## src/fdct_pkg.sv

```systemverilog
// Shared types, constants and helpers for the 8x8 forward DCT.
`timescale 1ns / 1ps
package fdct_pkg;

  localparam int SAMPLE_BITS_DEF = 13;
  localparam int PASS_BITS = 18;
  localparam int COEF_BITS = 19;
  localparam int CONST_BITS = 15;
  localparam int ROUND_SHIFT = 14;
  localparam int ROUND_BIAS = 8192;

  localparam logic [CONST_BITS-1:0] C4 = 15'd16069;
  localparam logic [CONST_BITS-1:0] C8 = 15'd15137;
  localparam logic [CONST_BITS-1:0] C12 = 15'd13623;
  localparam logic [CONST_BITS-1:0] C16 = 15'd11585;
  localparam logic [CONST_BITS-1:0] C20 = 15'd9102;
  localparam logic [CONST_BITS-1:0] C24 = 15'd6270;
  localparam logic [CONST_BITS-1:0] C28 = 15'd3196;

  // multiplier operand sources
  localparam logic [3:0] SRC_A0PA1 = 4'd0;
  localparam logic [3:0] SRC_A0MA1 = 4'd1;
  localparam logic [3:0] SRC_A2 = 4'd2;
  localparam logic [3:0] SRC_A3 = 4'd3;
  localparam logic [3:0] SRC_S6MS5 = 4'd4;
  localparam logic [3:0] SRC_S6PS5 = 4'd5;
  localparam logic [3:0] SRC_B0 = 4'd6;
  localparam logic [3:0] SRC_B1 = 4'd7;
  localparam logic [3:0] SRC_B2 = 4'd8;
  localparam logic [3:0] SRC_B3 = 4'd9;

  // result destinations: 0..7 are outputs o0..o7
  localparam logic [3:0] DST_R5 = 4'd8;
  localparam logic [3:0] DST_R6 = 4'd9;

  localparam int NUM_STEPS = 16;

  typedef struct packed {
    logic [3:0] src;
    logic [CONST_BITS-1:0] cst;
    logic neg;
    logic first;
    logic last;
    logic [3:0] dst;
  } fdct_op_t;

  typedef struct packed {
    logic load;
    logic [2:0] load_idx;
    logic issue;
    logic [3:0] step;
  } fdct_ctl_t;

  // operand width inside the butterfly
  function automatic int fdct_val_w(int sb);
    return ((sb + 2 > PASS_BITS) ? sb + 2 : PASS_BITS) + 4;
  endfunction

  function automatic fdct_op_t fdct_decode(logic [3:0] step);
    fdct_op_t op;
    op = '0;
    case (step)
      4'd0: op = '{SRC_A0PA1, C16, 1'b0, 1'b1, 1'b1, 4'd0};
      4'd1: op = '{SRC_A0MA1, C16, 1'b0, 1'b1, 1'b1, 4'd4};
      4'd2: op = '{SRC_A2, C24, 1'b0, 1'b1, 1'b0, 4'd0};
      4'd3: op = '{SRC_A3, C8, 1'b0, 1'b0, 1'b1, 4'd2};
      4'd4: op = '{SRC_A3, C24, 1'b0, 1'b1, 1'b0, 4'd0};
      4'd5: op = '{SRC_A2, C8, 1'b1, 1'b0, 1'b1, 4'd6};
      4'd6: op = '{SRC_S6MS5, C16, 1'b0, 1'b1, 1'b1, DST_R5};
      4'd7: op = '{SRC_S6PS5, C16, 1'b0, 1'b1, 1'b1, DST_R6};
      4'd8: op = '{SRC_B0, C28, 1'b0, 1'b1, 1'b0, 4'd0};
      4'd9: op = '{SRC_B3, C4, 1'b0, 1'b0, 1'b1, 4'd1};
      4'd10: op = '{SRC_B1, C12, 1'b0, 1'b1, 1'b0, 4'd0};
      4'd11: op = '{SRC_B2, C20, 1'b0, 1'b0, 1'b1, 4'd5};
      4'd12: op = '{SRC_B2, C12, 1'b0, 1'b1, 1'b0, 4'd0};
      4'd13: op = '{SRC_B1, C20, 1'b1, 1'b0, 1'b1, 4'd3};
      4'd14: op = '{SRC_B3, C28, 1'b0, 1'b1, 1'b0, 4'd0};
      4'd15: op = '{SRC_B0, C4, 1'b1, 1'b0, 1'b1, 4'd7};
      default: op = '0;
    endcase
    return op;
  endfunction

endpackage

```

## src/fdct_ram.sv

```systemverilog
// Generic single-port-write, single-port-read RAM with registered read.
`timescale 1ns / 1ps
module fdct_ram #(
  parameter int WIDTH = 18,
  parameter int DEPTH = 64
) (
  input  logic                     clk,
  input  logic                     we,
  input  logic [$clog2(DEPTH)-1:0] waddr,
  input  logic [WIDTH-1:0]         wdata,
  input  logic [$clog2(DEPTH)-1:0] raddr,
  output logic [WIDTH-1:0]         rdata
);

  logic [WIDTH-1:0] mem [DEPTH];

  always_ff @(posedge clk) begin
    if (we) begin
      mem[waddr] <= wdata;
    end
    rdata <= mem[raddr];
  end

endmodule

```

## src/fdct_unit.sv

```systemverilog
// 8-point butterfly built around one shared multiplier and accumulator.
`timescale 1ns / 1ps
module fdct_unit
  import fdct_pkg::*;
#(
  parameter int SAMPLE_BITS = SAMPLE_BITS_DEF
) (
  input  logic                                    clk,
  input  logic                                    rst,
  input  fdct_ctl_t                               ctl,
  input  logic [fdct_val_w(SAMPLE_BITS)-1:0]      vin,
  output logic [7:0][fdct_val_w(SAMPLE_BITS)+2:0] coefs
);

  localparam int VW = fdct_val_w(SAMPLE_BITS);
  localparam int PW = VW + CONST_BITS;
  localparam int SW = PW + 2;
  localparam int RW = SW - ROUND_SHIFT;

  logic signed [VW-1:0] v [8];
  logic signed [VW-1:0] s0, s1, s2, s3, s4, s5, s6, s7;
  logic signed [VW-1:0] a0, a1, a2, a3;
  logic signed [VW-1:0] r5, r6, b0, b1, b2, b3;
  logic signed [VW-1:0] opnd;
  fdct_op_t op;

  logic p1_valid;
  fdct_op_t p1_op;
  logic signed [PW-1:0] prod;
  logic signed [SW-1:0] acc, base, sum;
  logic signed [RW-1:0] rnd;

  always_ff @(posedge clk) begin
    if (ctl.load) begin
      v[ctl.load_idx] <= $signed(vin);
    end
  end

  always_comb begin
    s0 = v[0] + v[7];
    s1 = v[1] + v[6];
    s2 = v[2] + v[5];
    s3 = v[3] + v[4];
    s4 = v[3] - v[4];
    s5 = v[2] - v[5];
    s6 = v[1] - v[6];
    s7 = v[0] - v[7];
    a0 = s0 + s3;
    a1 = s1 + s2;
    a2 = s1 - s2;
    a3 = s0 - s3;
    b0 = s4 + r5;
    b1 = s4 - r5;
    b2 = s7 - r6;
    b3 = s7 + r6;
  end

  always_comb begin
    op = fdct_decode(ctl.step);
    case (op.src)
      SRC_A0PA1: opnd = a0 + a1;
      SRC_A0MA1: opnd = a0 - a1;
      SRC_A2:    opnd = a2;
      SRC_A3:    opnd = a3;
      SRC_S6MS5: opnd = s6 - s5;
      SRC_S6PS5: opnd = s6 + s5;
      SRC_B0:    opnd = b0;
      SRC_B1:    opnd = b1;
      SRC_B2:    opnd = b2;
      SRC_B3:    opnd = b3;
      default:   opnd = '0;
    endcase
  end

  // stage 0: multiply
  always_ff @(posedge clk) begin
    if (rst) begin
      p1_valid <= 1'b0;
    end else begin
      p1_valid <= ctl.issue;
    end
    p1_op <= op;
    prod <= opnd * $signed(op.cst);
  end

  // stage 1: accumulate with rounding bias folded into the first term
  always_comb begin
    base = p1_op.first ? SW'(ROUND_BIAS) : acc;
    sum = p1_op.neg ? base - SW'(prod) : base + SW'(prod);
    rnd = sum[SW-1:ROUND_SHIFT];
  end

  always_ff @(posedge clk) begin
    if (p1_valid) begin
      acc <= sum;
      if (p1_op.last) begin
        if (p1_op.dst == DST_R5) begin
          r5 <= rnd[VW-1:0];
        end else if (p1_op.dst == DST_R6) begin
          r6 <= rnd[VW-1:0];
        end else begin
          coefs[p1_op.dst[2:0]] <= rnd;
        end
      end
    end
  end

endmodule

```

## src/forward_dct_8x8.sv

```systemverilog
// Top level of the 8x8 forward DCT: sample capture, sequencer and result output.
// Loading takes one sample per cycle while start is high; busy rises after the 64th sample.
// Each of the 16 one-dimensional transforms reads eight values, runs the 16 multiplies
// on the shared multiplier and writes eight results; busy stays high until the last one ends.
// Coefficients come only from the second pass, in bursts of eight, one per cycle, one
// burst per transform; results cannot be stalled.
// Reset is synchronous and empties the sample count and sequencer; stores keep no reset value.
`timescale 1ns / 1ps
module forward_dct_8x8
  import fdct_pkg::*;
#(
  parameter int SAMPLE_BITS = SAMPLE_BITS_DEF
) (
  input  logic                          clk,
  input  logic                          rst,
  input  logic                          start,
  input  logic signed [SAMPLE_BITS-1:0] residual,
  output logic                          busy,
  output logic                          valid,
  output logic signed [COEF_BITS-1:0]   coefficient,
  output logic [5:0]                    position,
  output logic                          final_flag
);

  localparam int VW = fdct_val_w(SAMPLE_BITS);
  localparam int RW = VW + 3;

  localparam logic [1:0] ST_LOAD = 2'd0;
  localparam logic [1:0] ST_RD = 2'd1;
  localparam logic [1:0] ST_CALC = 2'd2;
  localparam logic [1:0] ST_WB = 2'd3;
  localparam logic [4:0] CALC_END = 5'd17;

  logic [1:0] state;
  logic [5:0] load_count;
  logic pass;
  logic [2:0] line;
  logic [4:0] cnt;
  logic ld_valid;
  logic [2:0] ld_idx;

  logic [SAMPLE_BITS-1:0] samp_rd;
  logic [PASS_BITS-1:0] pass_rd;
  logic [VW-1:0] vin;
  logic [7:0][RW-1:0] coefs;
  fdct_ctl_t ctl;

  logic accept;
  logic [5:0] col_addr;
  logic signed [RW-1:0] ow, half;

  assign accept = start && !busy;
  assign busy = (state != ST_LOAD);
  assign col_addr = {cnt[2:0], line};

  fdct_ram #(.WIDTH(SAMPLE_BITS), .DEPTH(64)) u_sample_store (
    .clk(clk),
    .we(accept),
    .waddr(load_count),
    .wdata(residual),
    .raddr(col_addr),
    .rdata(samp_rd)
  );

  fdct_ram #(.WIDTH(PASS_BITS), .DEPTH(64)) u_pass_store (
    .clk(clk),
    .we(state == ST_WB && !pass),
    .waddr({line, cnt[2:0]}),
    .wdata(ow[PASS_BITS-1:0]),
    .raddr(col_addr),
    .rdata(pass_rd)
  );

  // first pass scales samples by 4
  always_comb begin
    if (pass) begin
      vin = {{(VW-PASS_BITS){pass_rd[PASS_BITS-1]}}, pass_rd};
    end else begin
      vin = {{(VW-SAMPLE_BITS-2){samp_rd[SAMPLE_BITS-1]}}, samp_rd, 2'b00};
    end
  end

  always_comb begin
    ctl.load = ld_valid;
    ctl.load_idx = ld_idx;
    ctl.issue = (state == ST_CALC) && (cnt != '0) && (cnt <= 5'(NUM_STEPS));
    ctl.step = 4'(cnt - 5'd1);
  end

  fdct_unit #(.SAMPLE_BITS(SAMPLE_BITS)) u_unit (
    .clk(clk),
    .rst(rst),
    .ctl(ctl),
    .vin(vin),
    .coefs(coefs)
  );

  // halve with truncation toward zero
  always_comb begin
    ow = $signed(coefs[cnt[2:0]]);
    half = (ow + {{(RW-1){1'b0}}, ow[RW-1]}) >>> 1;
  end

  always_ff @(posedge clk) begin
    ld_idx <= cnt[2:0];
    coefficient <= half[COEF_BITS-1:0];
    position <= {line, cnt[2:0]};
    if (rst) begin
      state <= ST_LOAD;
      load_count <= '0;
      pass <= 1'b0;
      line <= '0;
      cnt <= '0;
      ld_valid <= 1'b0;
      valid <= 1'b0;
      final_flag <= 1'b0;
    end else begin
      ld_valid <= (state == ST_RD);
      valid <= (state == ST_WB) && pass;
      final_flag <= (state == ST_WB) && pass && (line == 3'd7) && (cnt[2:0] == 3'd7);
      case (state)
        ST_LOAD: begin
          if (accept) begin
            load_count <= load_count + 6'd1;
            if (load_count == 6'd63) begin
              state <= ST_RD;
              pass <= 1'b0;
              line <= '0;
              cnt <= '0;
            end
          end
        end
        ST_RD: begin
          if (cnt[2:0] == 3'd7) begin
            state <= ST_CALC;
            cnt <= '0;
          end else begin
            cnt <= cnt + 5'd1;
          end
        end
        ST_CALC: begin
          if (cnt == CALC_END) begin
            state <= ST_WB;
            cnt <= '0;
          end else begin
            cnt <= cnt + 5'd1;
          end
        end
        ST_WB: begin
          if (cnt[2:0] == 3'd7) begin
            cnt <= '0;
            line <= line + 3'd1;
            if (line == 3'd7) begin
              if (pass) begin
                state <= ST_LOAD;
              end else begin
                pass <= 1'b1;
                state <= ST_RD;
              end
            end else begin
              state <= ST_RD;
            end
          end else begin
            cnt <= cnt + 5'd1;
          end
        end
        default: state <= ST_LOAD;
      endcase
    end
  end

endmodule

```

## config.mk

```make
export PLATFORM = sky130hd
export DESIGN_NAME = forward_dct_8x8
export DESIGN_NICKNAME = d
export VERILOG_FILES = /design/src/fdct_pkg.sv /design/src/fdct_ram.sv /design/src/fdct_unit.sv /design/src/forward_dct_8x8.sv
export SDC_FILE = /design/constraint.sdc
export NUM_CORES = 2
export LEC_CHECK = 0
export BUFFER_PORTS_ARGS = -buffer_cell sky130_fd_sc_hd__buf_2
export CAP_MARGIN = 20
export CORE_MARGIN = 5
export CORE_UTILIZATION = 60
export DETAILED_ROUTE_END_ITERATION = 10
export GPL_TIMING_DRIVEN = 1
export HOLD_SLACK_MARGIN = 0.15
export MAX_ROUTING_LAYER = met4
export PLACE_DENSITY = 0.76
export SETUP_SLACK_MARGIN = 0.2
export SKIP_CTS_REPAIR_TIMING = 1
export SLEW_MARGIN = 20
export SYNTH_ARGS = -nofsm -noshare
export SYNTH_HDL_FRONTEND = slang
export SYNTH_SLANG_ARGS = --single-unit
export TNS_END_PERCENT = 5
```

## constraint.sdc

```tcl
create_clock -name clk -period 13.3 [get_ports clk]
set_input_delay 3.325 -clock clk [delete_from_list [all_inputs] [get_ports clk]]
set_output_delay 3.325 -clock clk [all_outputs]
set_load 0.05 [all_outputs]
```

==> flow_summary.ini <==
[yosys]
yosys_warnings = 0
seq_area_frac_synth_pct = 61.6
syn_area_sq_um = 120000
ys_ff_latch = 2500
synthCells = 8968
ys.flop_type = edfxtp_1
synth_nets = 9751
avgSynthCellArea_sq_um = 13.4
synth_edf_count = 2379
yosysUniqueCellTypes = 95
synthArstFlopShare_pct = 0

[timing]
finalSetupViolCount = 0
skew_ps = 97.8
maxSlewViolCount = 0
fin_crit_ps = 12490
hold_viol = 0
rsz0062_at_grt = true
slew_headroom_pct = 22.3
setup_tns_ps = 0
finalCritPeriodShare_pct = 93.9
worst_pin_slew_ps = 1150
fin_ws_ps = 813
max_freq_mhz = 80.1

[floorplan]
fp.dieArea_sq_um = 209000
num_rows = 164
die_h_microns = 457
dieWidth_microns = 457
core_sq_um = 199000
initial_utilization_pct = 60.2
ioPinCount = 44

[outcome]
status = finished, final reports clean

[flow_run]
cap_viol_max_count = 0

[clocking]
clkTransAtPathRegs_ps = 70
cts_buffers = 224
clock-sinks = 2500
cts_root_buf = clkbuf_16
cts_tree = built
htree_levels = 4
clockBufferDepth = 3
clock_latency_ps = 900

[cells_and_area]
layout_common_cells = 2379 x edfxtp_1, 671 x a22oi_1, 580 x inv_1
layout_commonest_cell = edfxtp_1
drive_above_1_share_pct = 10.1
syn2layout_area_growth_pct = 10.3
nets = 9866

[power]
power.switching_mw = 2.97
power_frac_clock_pct = 42.8
leakage_nw = 46.2
p_total_mw = 15.1
combPwrFrac_pct = 0.7
intPower_mw = 12.2
p_seq_share_pct = 56.5
ir_worst_vdd_v = 0.000129
power_per_cell_area_nw_per_um2 = 114
power_switching_share_pct = 19.6

[grt]
grt_util_all_layers_pct = 33.2
grt_max_degree = 117
antenna_found_initial = 6
grt-ovfl-total = 0
grt_pass1_vias = 78300
grt_pass1_wl_mm = 507

[critical_path]
r2r_cells = 47
timing.rr.end = u_unit.prod[36]$_DFF_P_
regToRegStartpoint = u_unit.v[2][9]$_DFFE_PP_
crit_arrival_ps = 13260
critPathLaunch = u_unit.v[2][9]$_DFFE_PP_
max_stage_delay_ps = 570
crit_type = flip-flop to flip-flop
ff2ff_setup_slack_ps = 810
cp.required_ps = 14070
critPathLaunchType = flip-flop
crit_slowest_cell = fa_1
critPathCaptureType = flip-flop
crit_path_frequent_cell = fa_1
crit_fanout = 9
crit_end = u_unit.prod[36]$_DFF_P_

[routing]
wl_per_cell_microns = 28.8
vias = 79600
drtIter0Drc = 10300
postRouteAntennaNets = 0
drc_errors = 0
routed_wl_mm = 343
first_pass_iters = 7
drt-vias-per-instance = 6.67

[placed_design]
portBuffers = 43
place_congestion = 1.02
place_hpwl_mm = 223
dpl_worst_slack_ps = 265

[worst_hold_path]
hp-class = flip-flop to flip-flop
[final cells by class]
type                            instances  area (sq um)
Fill cell                           13700         67000
Inverter                              587          2210
Clock buffer                          283          5860
Sequential cell                      2500         73900
Antenna cell                            6          15.0
Tap cell                             2656          3320
Timing Repair Buffer                  334          2560
Multi-Input combinational cell       5436         42900
Clock inverter                        131          1520
[worst min-delay path by stage]
stage	to	slack, ps	cells past startpoint	startpoint
2_1_floorplan	position[4]$_DFF_P_	350	0	line[1]$_SDFFE_PP0P_
3_3_place_gp	cnt[4]$_SDFFE_PP0P_	540	2	cnt[4]$_SDFFE_PP0P_
3_5_place_dp	cnt[4]$_SDFFE_PP0P_	570	2	cnt[4]$_SDFFE_PP0P_
4_1_cts	u_unit.p1_valid$_SDFF_PP0_	580	2	cnt[4]$_SDFFE_PP0P_
5_1_grt	cnt[4]$_SDFFE_PP0P_	610	2	cnt[4]$_SDFFE_PP0P_
6_report	cnt[4]$_SDFFE_PP0P_	580	2	cnt[4]$_SDFFE_PP0P_
[registers in the layout, indices dropped and copies added (netlist names), 2 cells and up]
signal and flops:
cnt 5, coefficient 19, ld_idx 2, line 3, load_count 6, position 4, state 2, u_pass_store.mem 1152
u_pass_store.rdata 18, u_sample_store.mem 832, u_sample_store.rdata 13, u_unit.acc 39, u_unit.coefs 168, u_unit.p1_op 7, u_unit.prod 37, u_unit.r5 22
u_unit.r6 22, u_unit.v 144
[power groups by stage]
stage	Sequential [mW]	Combinational, mW	Clock [mW]
after detailed placement	8.72	0.0979	0
after global placement	8.72	0.0934	0
after global routing	8.55	0.105	6.86
after CTS	8.55	0.0980	6.51
final	8.55	0.0996	6.48
after floorplan	8.72	0.0246	0
[kinds of logic (layout without fill, tap and decap cells)]
group	count (synthesis)	count (layout)	synth area share, %
AOI/OAI and AO/OA	2398	2398	14.1
muxes	61	61	0.671
DFF	2500	2500	61.6
adders and majority gates	767	767	9.92
and+or+nand+nor	1755	1755	7.06
other	0	6	0
xor gates and xnor gates	455	455	3.35
buffers and inverters	1032	1335	3.27
[critical path, delay by kind of cell, from the launching register on]
family                   cells  cell delay (ps)
AO/OA/AOI/OAI               20             4460
XOR/XNOR                     5              780
adder cells (fa/ha/maj)     10             4710
buffers and inverters        6              570
flip-flops                   1              410
AND/OR/NAND/NOR              6             1430
[Yosys cell counts (13+ instances only)]
master	number	share of area (%)
a211oi_1	36	0.23
a21o_1	100	0.63
a21oi_1	424	1.8
a221oi_1	202	1.5
a22o_1	184	1.3
a22oi_1	671	4.2
a31oi_1	211	1.1
and2_1	66	0.34
and3_1	44	0.23
buf_1	70	0.22
buf_2	16	0.067
clkbuf_1	354	1.1
dfxtp_1	121	2.0
edfxtp_1	2379	60
fa_1	307	5.1
ha_1	460	4.8
inv_1	586	1.8
mux2_2	21	0.20
mux2i_1	26	0.22
nand2_1	422	1.3
nand2b_1	78	0.41
nand3_1	112	0.47
nand3b_1	13	0.081
nand4_1	95	0.50
nor2_1	551	1.7
nor2b_1	100	0.52
nor3_1	88	0.37
nor3b_1	15	0.094
nor4_1	50	0.26
o2111ai_1	13	0.095
o211ai_1	27	0.17
o21a_1	40	0.25
o21ai_0	190	0.79
o21bai_1	73	0.46
o22ai_1	18	0.094
o31a_1	15	0.11
o31ai_1	41	0.26
o41ai_1	13	0.095
or2_2	35	0.18
or3_1	31	0.16
or4_1	13	0.081
xnor2_1	323	2.4
xor2_1	130	0.95
[per-stage QoR]
stage,instances,hold slack (ps),cell area [sq um],utilization (%)
2_1_floorplan,8968,353,120000,-
6_report,11900,580,132000,66.4
4_1_cts,11900,581,132000,66.2
3_5_place_dp,11500,566,125000,62.5
5_1_grt,11900,612,132000,66.4
3_3_place_gp,11500,539,124000,62.4
[routing by layer]
layer	vias to the layer above	GRT usage [%]	wire (microns)
li1	34300	-	-
met1	39600	43.1	128000
met2	4881	51.8	162000
met3	838	6.16	35300
met4	0	14.5	18200
met5	-	-	0
Power figures use the tool's default switching activity.
